===== config.mk =====
export PLATFORM = sky130hd
export DESIGN_NAME = pixel_gain_ratio_clamp
export DESIGN_NICKNAME = d
export VERILOG_FILES = /design/src/hw/rtl/pgrc_pkg.sv /design/src/hw/rtl/pgrc_mult.sv /design/src/hw/rtl/pgrc_clamp.sv /design/src/hw/rtl/pgrc_div_stage.sv /design/src/hw/rtl/pixel_gain_ratio_clamp.sv
export SDC_FILE = /design/constraint.sdc
export NUM_CORES = 2
export LEC_CHECK = 0
export ABC_CLOCK_PERIOD_IN_PS = 5250
export BUFFER_PORTS_ARGS = -buffer_cell sky130_fd_sc_hd__buf_2
export CAP_MARGIN = 5
export CORE_ASPECT_RATIO = 1.75
export CORE_MARGIN = 2
export CORE_UTILIZATION = 60
export CTS_BUF_LIST = sky130_fd_sc_hd__clkbuf_4
export CTS_CLUSTER_SIZE = 25
export DETAILED_ROUTE_END_ITERATION = 8
export GPL_TIMING_DRIVEN = 0
export HOLD_SLACK_MARGIN = 0.1
export PLACE_DENSITY_LB_ADDON = 0.12
export SLEW_MARGIN = 20
export SYNTH_ARGS = -nofsm -noshare
export SYNTH_HDL_FRONTEND = slang
export SYNTH_SLANG_ARGS = --single-unit
export TNS_END_PERCENT = 30

===== constraint.sdc =====
create_clock -name clk -period 5.25 [get_ports clk]
set_clock_uncertainty 0.1 [all_clocks]
set_input_delay 1.05 -clock clk [delete_from_list [all_inputs] [get_ports clk]]
set_output_delay 1.05 -clock clk [all_outputs]
set_load 0.01 [all_outputs]

===== src/hw/rtl/pgrc_pkg.sv =====
// Shared types, constants and the division step for the pixel gain block.
// Used by every module under hw/rtl; depends on nothing else.
package pgrc_pkg;

	localparam int BYTE_W     = 8;
	localparam int GAIN_W     = 16;
	localparam int MODE_W     = 2;
	localparam int PROD_W     = BYTE_W + GAIN_W;
	localparam int CFG_W      = GAIN_W;
	localparam int LANES      = 3;
	// Quotient bits resolved per divider stage; the first two come with the clamp stage.
	localparam int DIV_STEPS  = 2;
	localparam int DIV_STAGES = BYTE_W / DIV_STEPS - 1;

	// 255.0 in Q16.8: a product above this triggers the ratio-preserving rescale.
	localparam logic [PROD_W-1:0] BYTE_MAX_Q = PROD_W'(255 * 256);
	localparam logic [GAIN_W-1:0] GAIN_RESET = GAIN_W'(256);

	localparam logic [MODE_W-1:0] MODE_RGB  = 2'd0;
	localparam logic [MODE_W-1:0] MODE_RGBX = 2'd1;
	localparam logic [MODE_W-1:0] MODE_PASS = 2'd2;

	localparam logic CFG_GAIN = 1'b0;
	localparam logic CFG_MODE = 1'b1;

	typedef logic [BYTE_W-1:0] byte_t;

	// One color lane of the divider: running remainder and the word that
	// starts as the low dividend byte and ends as the quotient.
	typedef struct packed {
		byte_t color;
		byte_t rem;
		byte_t acc;
	} lane_t;

	typedef struct packed {
		logic [LANES-1:0][PROD_W-1:0] prod;
		byte_t [LANES-1:0]            color;
		byte_t                        cmax;
		byte_t                        extra;
		logic                         last;
		logic                         pass;
	} mult_t;

	typedef struct packed {
		lane_t [LANES-1:0] lane;
		byte_t             divisor;
		byte_t             extra;
		logic              last;
		logic              clamp;
	} scale_t;

	// One restoring division step: shift in the next dividend bit, subtract
	// the divisor if it fits and shift the quotient bit in at the bottom.
	function automatic lane_t div_step(lane_t l, byte_t d);
		logic [BYTE_W:0] t;
		lane_t           r;
		r = l;
		t = {l.rem, l.acc[BYTE_W-1]};
		if (t >= {1'b0, d}) begin
			r.rem = BYTE_W'(t - {1'b0, d});
			r.acc = {l.acc[BYTE_W-2:0], 1'b1};
		end else begin
			r.rem = t[BYTE_W-1:0];
			r.acc = {l.acc[BYTE_W-2:0], 1'b0};
		end
		return r;
	endfunction

endpackage


===== src/hw/rtl/pgrc_mult.sv =====
// First stage: gain multiply of the three color bytes, largest byte, mode decode.
// Depends on pgrc_pkg.
module pgrc_mult
	import pgrc_pkg::*;
(
	input  logic              clk,
	input  logic              arst_n,
	input  logic [GAIN_W-1:0] gain,
	input  logic [MODE_W-1:0] mode,
	input  logic              up_valid,
	output logic              up_ready,
	input  byte_t             red,
	input  byte_t             green,
	input  byte_t             blue,
	input  byte_t             extra,
	input  logic              last,
	output logic              dn_valid,
	input  logic              dn_ready,
	output mult_t             dn_data
);

	logic  valid_s1;
	mult_t data_s1;
	mult_t data_d;
	byte_t max_rg;

	assign up_ready = !valid_s1 || dn_ready;
	assign dn_valid = valid_s1;
	assign dn_data  = data_s1;

	always_comb begin
		max_rg             = (green > red) ? green : red;
		data_d.cmax        = (blue > max_rg) ? blue : max_rg;
		data_d.color[0]    = red;
		data_d.color[1]    = green;
		data_d.color[2]    = blue;
		data_d.prod[0]     = {{GAIN_W{1'b0}}, red} * {{BYTE_W{1'b0}}, gain};
		data_d.prod[1]     = {{GAIN_W{1'b0}}, green} * {{BYTE_W{1'b0}}, gain};
		data_d.prod[2]     = {{GAIN_W{1'b0}}, blue} * {{BYTE_W{1'b0}}, gain};
		data_d.pass        = (mode >= MODE_PASS);
		data_d.last        = last;
		// The fourth byte survives in four-byte and pass-through modes only.
		data_d.extra       = (data_d.pass || mode == MODE_RGBX) ? extra : '0;
	end

	always_ff @(posedge clk or negedge arst_n) begin
		if (!arst_n) begin
			valid_s1 <= 1'b0;
		end else if (up_ready) begin
			valid_s1 <= up_valid;
		end
	end

	always_ff @(posedge clk) begin
		if (up_ready && up_valid) begin
			data_s1 <= data_d;
		end
	end

endmodule


===== src/hw/rtl/pgrc_clamp.sv =====
// Second stage: overflow detection on the largest product, unscaled result
// bytes, dividend setup and the first division steps. Depends on pgrc_pkg.
module pgrc_clamp
	import pgrc_pkg::*;
(
	input  logic   clk,
	input  logic   arst_n,
	input  logic   up_valid,
	output logic   up_ready,
	input  mult_t  up_data,
	output logic   dn_valid,
	input  logic   dn_ready,
	output scale_t dn_data
);

	logic              valid_s2;
	scale_t            data_s2;
	scale_t            data_d;
	logic [PROD_W-1:0] pmax;
	logic [PROD_W-1:0] max_01;
	logic [2*BYTE_W-1:0] dividend;
	lane_t             lane;

	assign up_ready = !valid_s2 || dn_ready;
	assign dn_valid = valid_s2;
	assign dn_data  = data_s2;

	// With a nonzero gain, p * 255 / pmax equals c * 255 / cmax, so the
	// divider works on the bytes alone.
	always_comb begin
		max_01         = (up_data.prod[1] > up_data.prod[0]) ? up_data.prod[1] : up_data.prod[0];
		pmax           = (up_data.prod[2] > max_01) ? up_data.prod[2] : max_01;
		data_d.clamp   = !up_data.pass && (pmax > BYTE_MAX_Q);
		data_d.divisor = up_data.cmax;
		data_d.extra   = up_data.extra;
		data_d.last    = up_data.last;
		for (int i = 0; i < LANES; i++) begin
			dividend   = {up_data.color[i], {BYTE_W{1'b0}}} -
			             {{BYTE_W{1'b0}}, up_data.color[i]};
			lane.color = up_data.pass ? up_data.color[i]
			                          : up_data.prod[i][2*BYTE_W-1:BYTE_W];
			lane.rem   = dividend[2*BYTE_W-1:BYTE_W];
			lane.acc   = dividend[BYTE_W-1:0];
			for (int s = 0; s < DIV_STEPS; s++) begin
				lane = div_step(lane, up_data.cmax);
			end
			data_d.lane[i] = lane;
		end
	end

	always_ff @(posedge clk or negedge arst_n) begin
		if (!arst_n) begin
			valid_s2 <= 1'b0;
		end else if (up_ready) begin
			valid_s2 <= up_valid;
		end
	end

	always_ff @(posedge clk) begin
		if (up_ready && up_valid) begin
			data_s2 <= data_d;
		end
	end

endmodule


===== src/hw/rtl/pgrc_div_stage.sv =====
// One divider stage: a few restoring division steps on all three lanes.
// Instantiated several times in a row by the top level. Depends on pgrc_pkg.
module pgrc_div_stage
	import pgrc_pkg::*;
(
	input  logic   clk,
	input  logic   arst_n,
	input  logic   up_valid,
	output logic   up_ready,
	input  scale_t up_data,
	output logic   dn_valid,
	input  logic   dn_ready,
	output scale_t dn_data
);

	// The _sn registers sit at whichever stage this instance occupies.
	logic   valid_sn;
	scale_t data_sn;
	scale_t data_d;

	assign up_ready = !valid_sn || dn_ready;
	assign dn_valid = valid_sn;
	assign dn_data  = data_sn;

	always_comb begin
		data_d = up_data;
		for (int i = 0; i < LANES; i++) begin
			for (int s = 0; s < DIV_STEPS; s++) begin
				data_d.lane[i] = div_step(data_d.lane[i], up_data.divisor);
			end
		end
	end

	always_ff @(posedge clk or negedge arst_n) begin
		if (!arst_n) begin
			valid_sn <= 1'b0;
		end else if (up_ready) begin
			valid_sn <= up_valid;
		end
	end

	always_ff @(posedge clk) begin
		if (up_ready && up_valid) begin
			data_sn <= data_d;
		end
	end

endmodule


===== src/hw/rtl/pixel_gain_ratio_clamp.sv =====
// Pixel gain with hue-preserving clamp: multiplies R, G and B by one Q8.8 gain
// and, when any channel would pass 255, rescales all three by 255 / largest.
// Depends on pgrc_pkg, pgrc_mult, pgrc_clamp and pgrc_div_stage.
//
// Usage:
//   Input channel: in_valid / in_stall with red_in, green_in, blue_in,
//   extra_in and last_in. An item is taken at an edge with in_valid high and
//   in_stall low. Output channel: out_valid / out_stall with the scaled bytes,
//   extra_out, last_out and clamped.
//   Configuration: cfg_wr_en, cfg_index and cfg_data write gain (index 0) or
//   the pixel mode (index 1); write them only while no item is inside.
//   Throughput is one item per clock while out_stall is low. There is one
//   multiply stage, one clamp stage, then three divider stages, each resolving
//   two bits of the 8-bit rescale quotient; the last stage register drives the
//   outputs. Every stage has its own valid bit, so bubbles close up while the
//   output is stalled. in_stall rises only once all five stages hold items and
//   the receiver stalls. Reset empties the pipeline, sets the gain to unity and
//   selects three-byte pixels.
module pixel_gain_ratio_clamp
	import pgrc_pkg::*;
(
	input  logic             clk,
	input  logic             arst_n,
	input  logic             cfg_wr_en,
	input  logic             cfg_index,
	input  logic [CFG_W-1:0] cfg_data,
	input  logic             in_valid,
	output logic             in_stall,
	input  byte_t            red_in,
	input  byte_t            green_in,
	input  byte_t            blue_in,
	input  byte_t            extra_in,
	input  logic             last_in,
	output logic             out_valid,
	input  logic             out_stall,
	output byte_t            red_out,
	output byte_t            green_out,
	output byte_t            blue_out,
	output byte_t            extra_out,
	output logic             last_out,
	output logic             clamped
);

	logic [GAIN_W-1:0]   gain_q;
	logic [MODE_W-1:0]   mode_q;
	logic                in_ready;
	logic                mult_valid;
	logic                mult_ready;
	mult_t               mult_data;
	logic [DIV_STAGES:0] stage_valid;
	logic [DIV_STAGES:0] stage_ready;
	scale_t              stage_data [DIV_STAGES+1];
	scale_t              res;

	always_ff @(posedge clk or negedge arst_n) begin
		if (!arst_n) begin
			gain_q <= GAIN_RESET;
			mode_q <= MODE_RGB;
		end else if (cfg_wr_en) begin
			unique case (cfg_index)
				CFG_GAIN: gain_q <= cfg_data;
				CFG_MODE: mode_q <= cfg_data[MODE_W-1:0];
				default:  gain_q <= gain_q;
			endcase
		end
	end

	pgrc_mult u_mult (
		.clk      (clk),
		.arst_n   (arst_n),
		.gain     (gain_q),
		.mode     (mode_q),
		.up_valid (in_valid),
		.up_ready (in_ready),
		.red      (red_in),
		.green    (green_in),
		.blue     (blue_in),
		.extra    (extra_in),
		.last     (last_in),
		.dn_valid (mult_valid),
		.dn_ready (mult_ready),
		.dn_data  (mult_data)
	);

	pgrc_clamp u_clamp (
		.clk      (clk),
		.arst_n   (arst_n),
		.up_valid (mult_valid),
		.up_ready (mult_ready),
		.up_data  (mult_data),
		.dn_valid (stage_valid[0]),
		.dn_ready (stage_ready[0]),
		.dn_data  (stage_data[0])
	);

	for (genvar i = 0; i < DIV_STAGES; i++) begin : g_div
		pgrc_div_stage u_div (
			.clk      (clk),
			.arst_n   (arst_n),
			.up_valid (stage_valid[i]),
			.up_ready (stage_ready[i]),
			.up_data  (stage_data[i]),
			.dn_valid (stage_valid[i+1]),
			.dn_ready (stage_ready[i+1]),
			.dn_data  (stage_data[i+1])
		);
	end

	assign in_stall                = !in_ready;
	assign stage_ready[DIV_STAGES] = !out_stall;
	assign out_valid               = stage_valid[DIV_STAGES];
	assign res                     = stage_data[DIV_STAGES];

	assign red_out   = res.clamp ? res.lane[0].acc : res.lane[0].color;
	assign green_out = res.clamp ? res.lane[1].acc : res.lane[1].color;
	assign blue_out  = res.clamp ? res.lane[2].acc : res.lane[2].color;
	assign extra_out = res.extra;
	assign last_out  = res.last;
	assign clamped   = res.clamp;

	// The input side can only back up when the whole pipeline is full and stalled.
	assert property (@(posedge clk) disable iff (!arst_n)
		in_stall |-> (out_valid && out_stall))
		else $error("input stalled while the pipeline can still move");

	// After a rescale the largest channel lands on exactly 255.
	assert property (@(posedge clk) disable iff (!arst_n)
		(out_valid && clamped) |->
		(red_out == 8'hFF || green_out == 8'hFF || blue_out == 8'hFF))
		else $error("rescaled pixel has no channel at full scale");

	// Pass-through pixels never carry a rescale.
	assert property (@(posedge clk) disable iff (!arst_n)
		(out_valid && clamped) |-> (mode_q < MODE_PASS))
		else $error("rescale flagged in pass-through mode");

endmodule

==> impl_metrics.yaml <==
yosys:
  syn_avg_cell_area_um2: 11.0
  synth_top_area_cell: "edfxtp_1"
  synth-seq-area-share_pct: 36.2
  synth_area_leaders: "edfxtp_1 35%, fa_1 14%, ha_1 13%"
  yosysTopAreaCellShare_pct: 34.7
  netlist_area_mm2: 0.0382
  ys_warn_count: 0
  synthAdderAreaFrac_pct: 27.1
  ys.flop_type: "edfxtp_1"
  yosys.area_share.simple_pct: 12.3
  muxShareOfSynthArea_pct: 7.43
  yosysUniqueCellTypes: 80
  yosys.cell_count.top_type: "inv_1"
  synth-edff-count: 442
  synth_cells: 3479
  synth_top_family_by_area: "adder cells"
  ys_top_cells_by_count: "456 x inv_1, 442 x edfxtp_1, 391 x ha_1"
  ys_ff_latch: 465
  synth_xor_area_share_pct: 3.39
  async_reset_ff_share_pct: 4.95
  synth_compound_area_share_pct: 8.03
  synth_nets: 4198
worst_setup_path:
  worstSetupStartpointType: "flip-flop"
  r2r_slack_ns: -0.18
  slowest_stage: "edfxtp_1"
  crit_cells: 20
  worstSetupEndpoint: "u_clamp.dn_data[53]"
  path_buf_inv: 3
  critPathKind: "reg2reg"
  crit_top_cell: "or3_4"
  r2r_cells: 20
  cp-startpoint: "u_mult.dn_data[31]"
  cp_top_family: "simple AND/OR/NAND/NOR gates"
  crit_chain: "or3_4 > or3_4 > nor2_4 > buf_4 > o21ai_0 > ha_1 > nand4_1 > nor2_1 > or3_4 > a21oi_4 > buf_6 > mux2_4 > ha_4 > or3_4 > o21ai_2 > a21oi_2 > o21a_1 > a311o_1 > buf_4 > mux2_4"
  crit_path_max_fanout: 6
  r2r_end: "u_clamp.dn_data[53]"
  r2r-start: "u_mult.dn_data[31]"
  cp_slowest_stage_delay_ns: 0.42
  arrival_ns: 6.04
  worst_setup_path_end_kind: "flip-flop"
  crit_required_ns: 5.86
final_layout:
  stdcell_area_mm2: 0.0438
  fin_util_pct: 69.3
  layout-drive-gt1-share_pct: 22.6
  layout.nets: 4539
  fin_cells: 4716
  syn_to_final_growth_pct: 14.5
  fill_cells: 4722
sta:
  fin_crit_ns: 5.43
  worstMarginPinSlew_ns: 1.00
  post-route-period-util_pct: 103
  max_freq_mhz: 184
  finalHoldViolations: 0
  setup_viol: 30
  hold_ws_ns: 0.227
  setup_ws_ns: -0.180
  rsz0062_at_grt: "yes"
  slew_headroom_pct: 33.1
  maxSlewViolCount: 0
clock_network:
  cts_buffer_depth: 3
  clkTransAtPathRegs_ns: 0.09
  htree_levels: 3
  numCtsBuffers: 102
  cts_tree: "built"
  cts_sinks: 465
  clkLatencyLatePin_ns: 0.92
  cts_root_buffer: "clkbuf_4"
hold_path:
  hold_class: "in2reg"
die:
  initial_core_util_pct: 60.5
  ios: 91
  dieArea_mm2: 0.0658
  coreArea_mm2: 0.0632
  dieHeight_um: 338
  rows: 122
  die_w_um: 195
power:
  switchingPower_mw: 13.8
  ir_worst_vdd_v: 0.000698
  clkPwrFrac_pct: 9.2
  power.density_mw_per_mm2: 715
  netSwitchingFraction_pct: 43.9
  seqPwrFrac_pct: 22.8
  p_leak_nw: 19.5
  p_int_mw: 17.6
  comb_power_share_pct: 68.0
grt:
  grt_use_met1_pct: 28.0
  first_global_vias: 30225
  globalRouteOverflowTotal: 0
  antenna_found_initial: 3
  grt_start_max_net_pins: 60
  top_usage_layer: "met2"
  grtUsageMet3_pct: 5.21
  grt_pass1_wl_um: 165000
  met2_usage_pct: 63.2
  grtUsageTotal_pct: 33.8
place:
  place_hpwl_um: 86300
  place_area_mm2: 0.0400
  dp.cells: 4385
  portBuffers: 90
  gp_congestion: 1.04
detailed_routing:
  via_count: 27809
  drt-pass1-iter-count: 5
  ant_nets: 0
  vias_per_cell: 5.90
  detail_route.wl_per_cell_um: 23.2
  drc: 0
  routed_wirelength_um: 109000
  drt_iter0_markers: 1175
run:
  maxCapViolations: 0
run_status:
  status: "finished, violations left"
  violations: "setup timing"
==> power groups by stage <==
stage	clock, mW	sequential [mW]	combinational, mW
floorplan	0	6.63	14.5
global placement	0	7.19	18.1
detailed placement	0	7.18	18.8
CTS	2.97	7.09	20.0
global route	3.14	7.17	23.5
finish	2.88	7.13	21.3
==> placed cells by master (no fill, tap or decap), types with 16 or more instances in the layout <==
master,n
ha_1,366
nand4_1,53
and2_1,184
mux2_2,169
nor3_1,25
xor2_1,43
nand3_1,21
nor2b_1,54
a21oi_2,19
clkbuf_8,16
nand2b_1,27
buf_4,144
a21boi_0,18
o21ai_2,26
mux2_4,23
edfxtp_1,442
a21oi_1,104
o21ai_0,99
buf_6,18
xnor2_1,101
clkinv_1,31
clkbuf_1,17
fa_1,271
o21ai_1,24
buf_2,92
a21o_1,54
clkbuf_4,154
o21a_1,23
inv_1,446
nand2_1,301
or2_2,19
nor2_1,133
ha_4,21
mux2i_1,56
==> state kept, by name (all words and copies together), names as in the netlist <==
signal,flops
g_div.u_div.dn_valid,3
mode_q,2
u_clamp.dn_data,90
u_mult.dn_data,114
u_mult.dn_valid,1
gain_q,16
g_div.u_div.dn_data,238
u_clamp.dn_valid,1
==> worst register-to-register path: cells and delay by family, from the launching register on <==
family | cells | cell delay, ns
AOI/OAI and AO/OA | 6 | 1.05
and+or+nand+nor | 7 | 1.88
DFF | 1 | 0.42
buffers and inverters | 3 | 0.50
muxes | 2 | 0.62
adders and majority gates | 2 | 0.62
==> worst min-delay path by stage <==
stage	endpoint	slack, ns	startpoint	cells after the start
5_1_grt	u_mult.dn_data[1]	0.18	last_in	1
3_3_place_gp	g_div[2].u_div.dn_data[72]	0.30	g_div[1].u_div.dn_data[70]	0
2_1_floorplan	g_div[0].u_div.dn_data[0]	0.30	u_clamp.dn_data[0]	0
3_5_place_dp	g_div[0].u_div.dn_data[58]	0.30	u_clamp.dn_data[58]	0
4_1_cts	u_mult.dn_data[1]	0.14	last_in	1
6_report	u_mult.dn_data[1]	0.23	last_in	1
==> layout make-up <==
class,count,area [um2],share of cell area [%]
Multi-Input combinational cell,2462,23200,53.0
Sequential cell,465,13900,31.7
Timing Repair Buffer,242,1830,4.17
Inverter,456,1730,3.94
Clock buffer,135,1010,2.31
Tap cell,806,1010,2.30
Buffer,91,769,1.76
Clock inverter,52,345,0.789
Antenna cell,7,17.5,0.0400
==> through the flow <==
stage / setup WS, ns / setup TNS (ns) / total power [mW]
floorplan: -0.688 / -15.44 / 21.1
global placement: -2.40 / -260.19 / 25.3
detailed placement: -2.40 / -147.21 / 26.0
CTS: -0.260 / -5.72 / 30.0
global route: -0.306 / -8.49 / 33.8
finish: -0.180 / -3.07 / 31.3
==> cell families (layout without fill, tap and decap cells) <==
kind of cell    count (synthesis)  in the layout
compound gates                473            473
fa+ha+maj                     664            664
xor+xnor                      148            148
simple gates                  924            924
mux                           253            253
other cells                     0              7
flops                         465            465
buf+inv                       552            976
==> timing repair <==
action	4_1_cts	5_1_grt
pin swaps	71	82
cloned	1	1
endpoints found under the hold margin	22	0
setup endpoints to repair	121	104
gates resized for setup	281	152
setup buffers	103	35
hold buffers	1	0
==> metal layers <==
layer / part of all wire (%) / vias to the layer above
met2: 53 / 1002
met4: 14 / 0
met1: 29 / 13502
met5: 0 / -
li1: - / 12735
met3: 4.2 / 570
No activity file was read; power rests on OpenSTA's default activity.
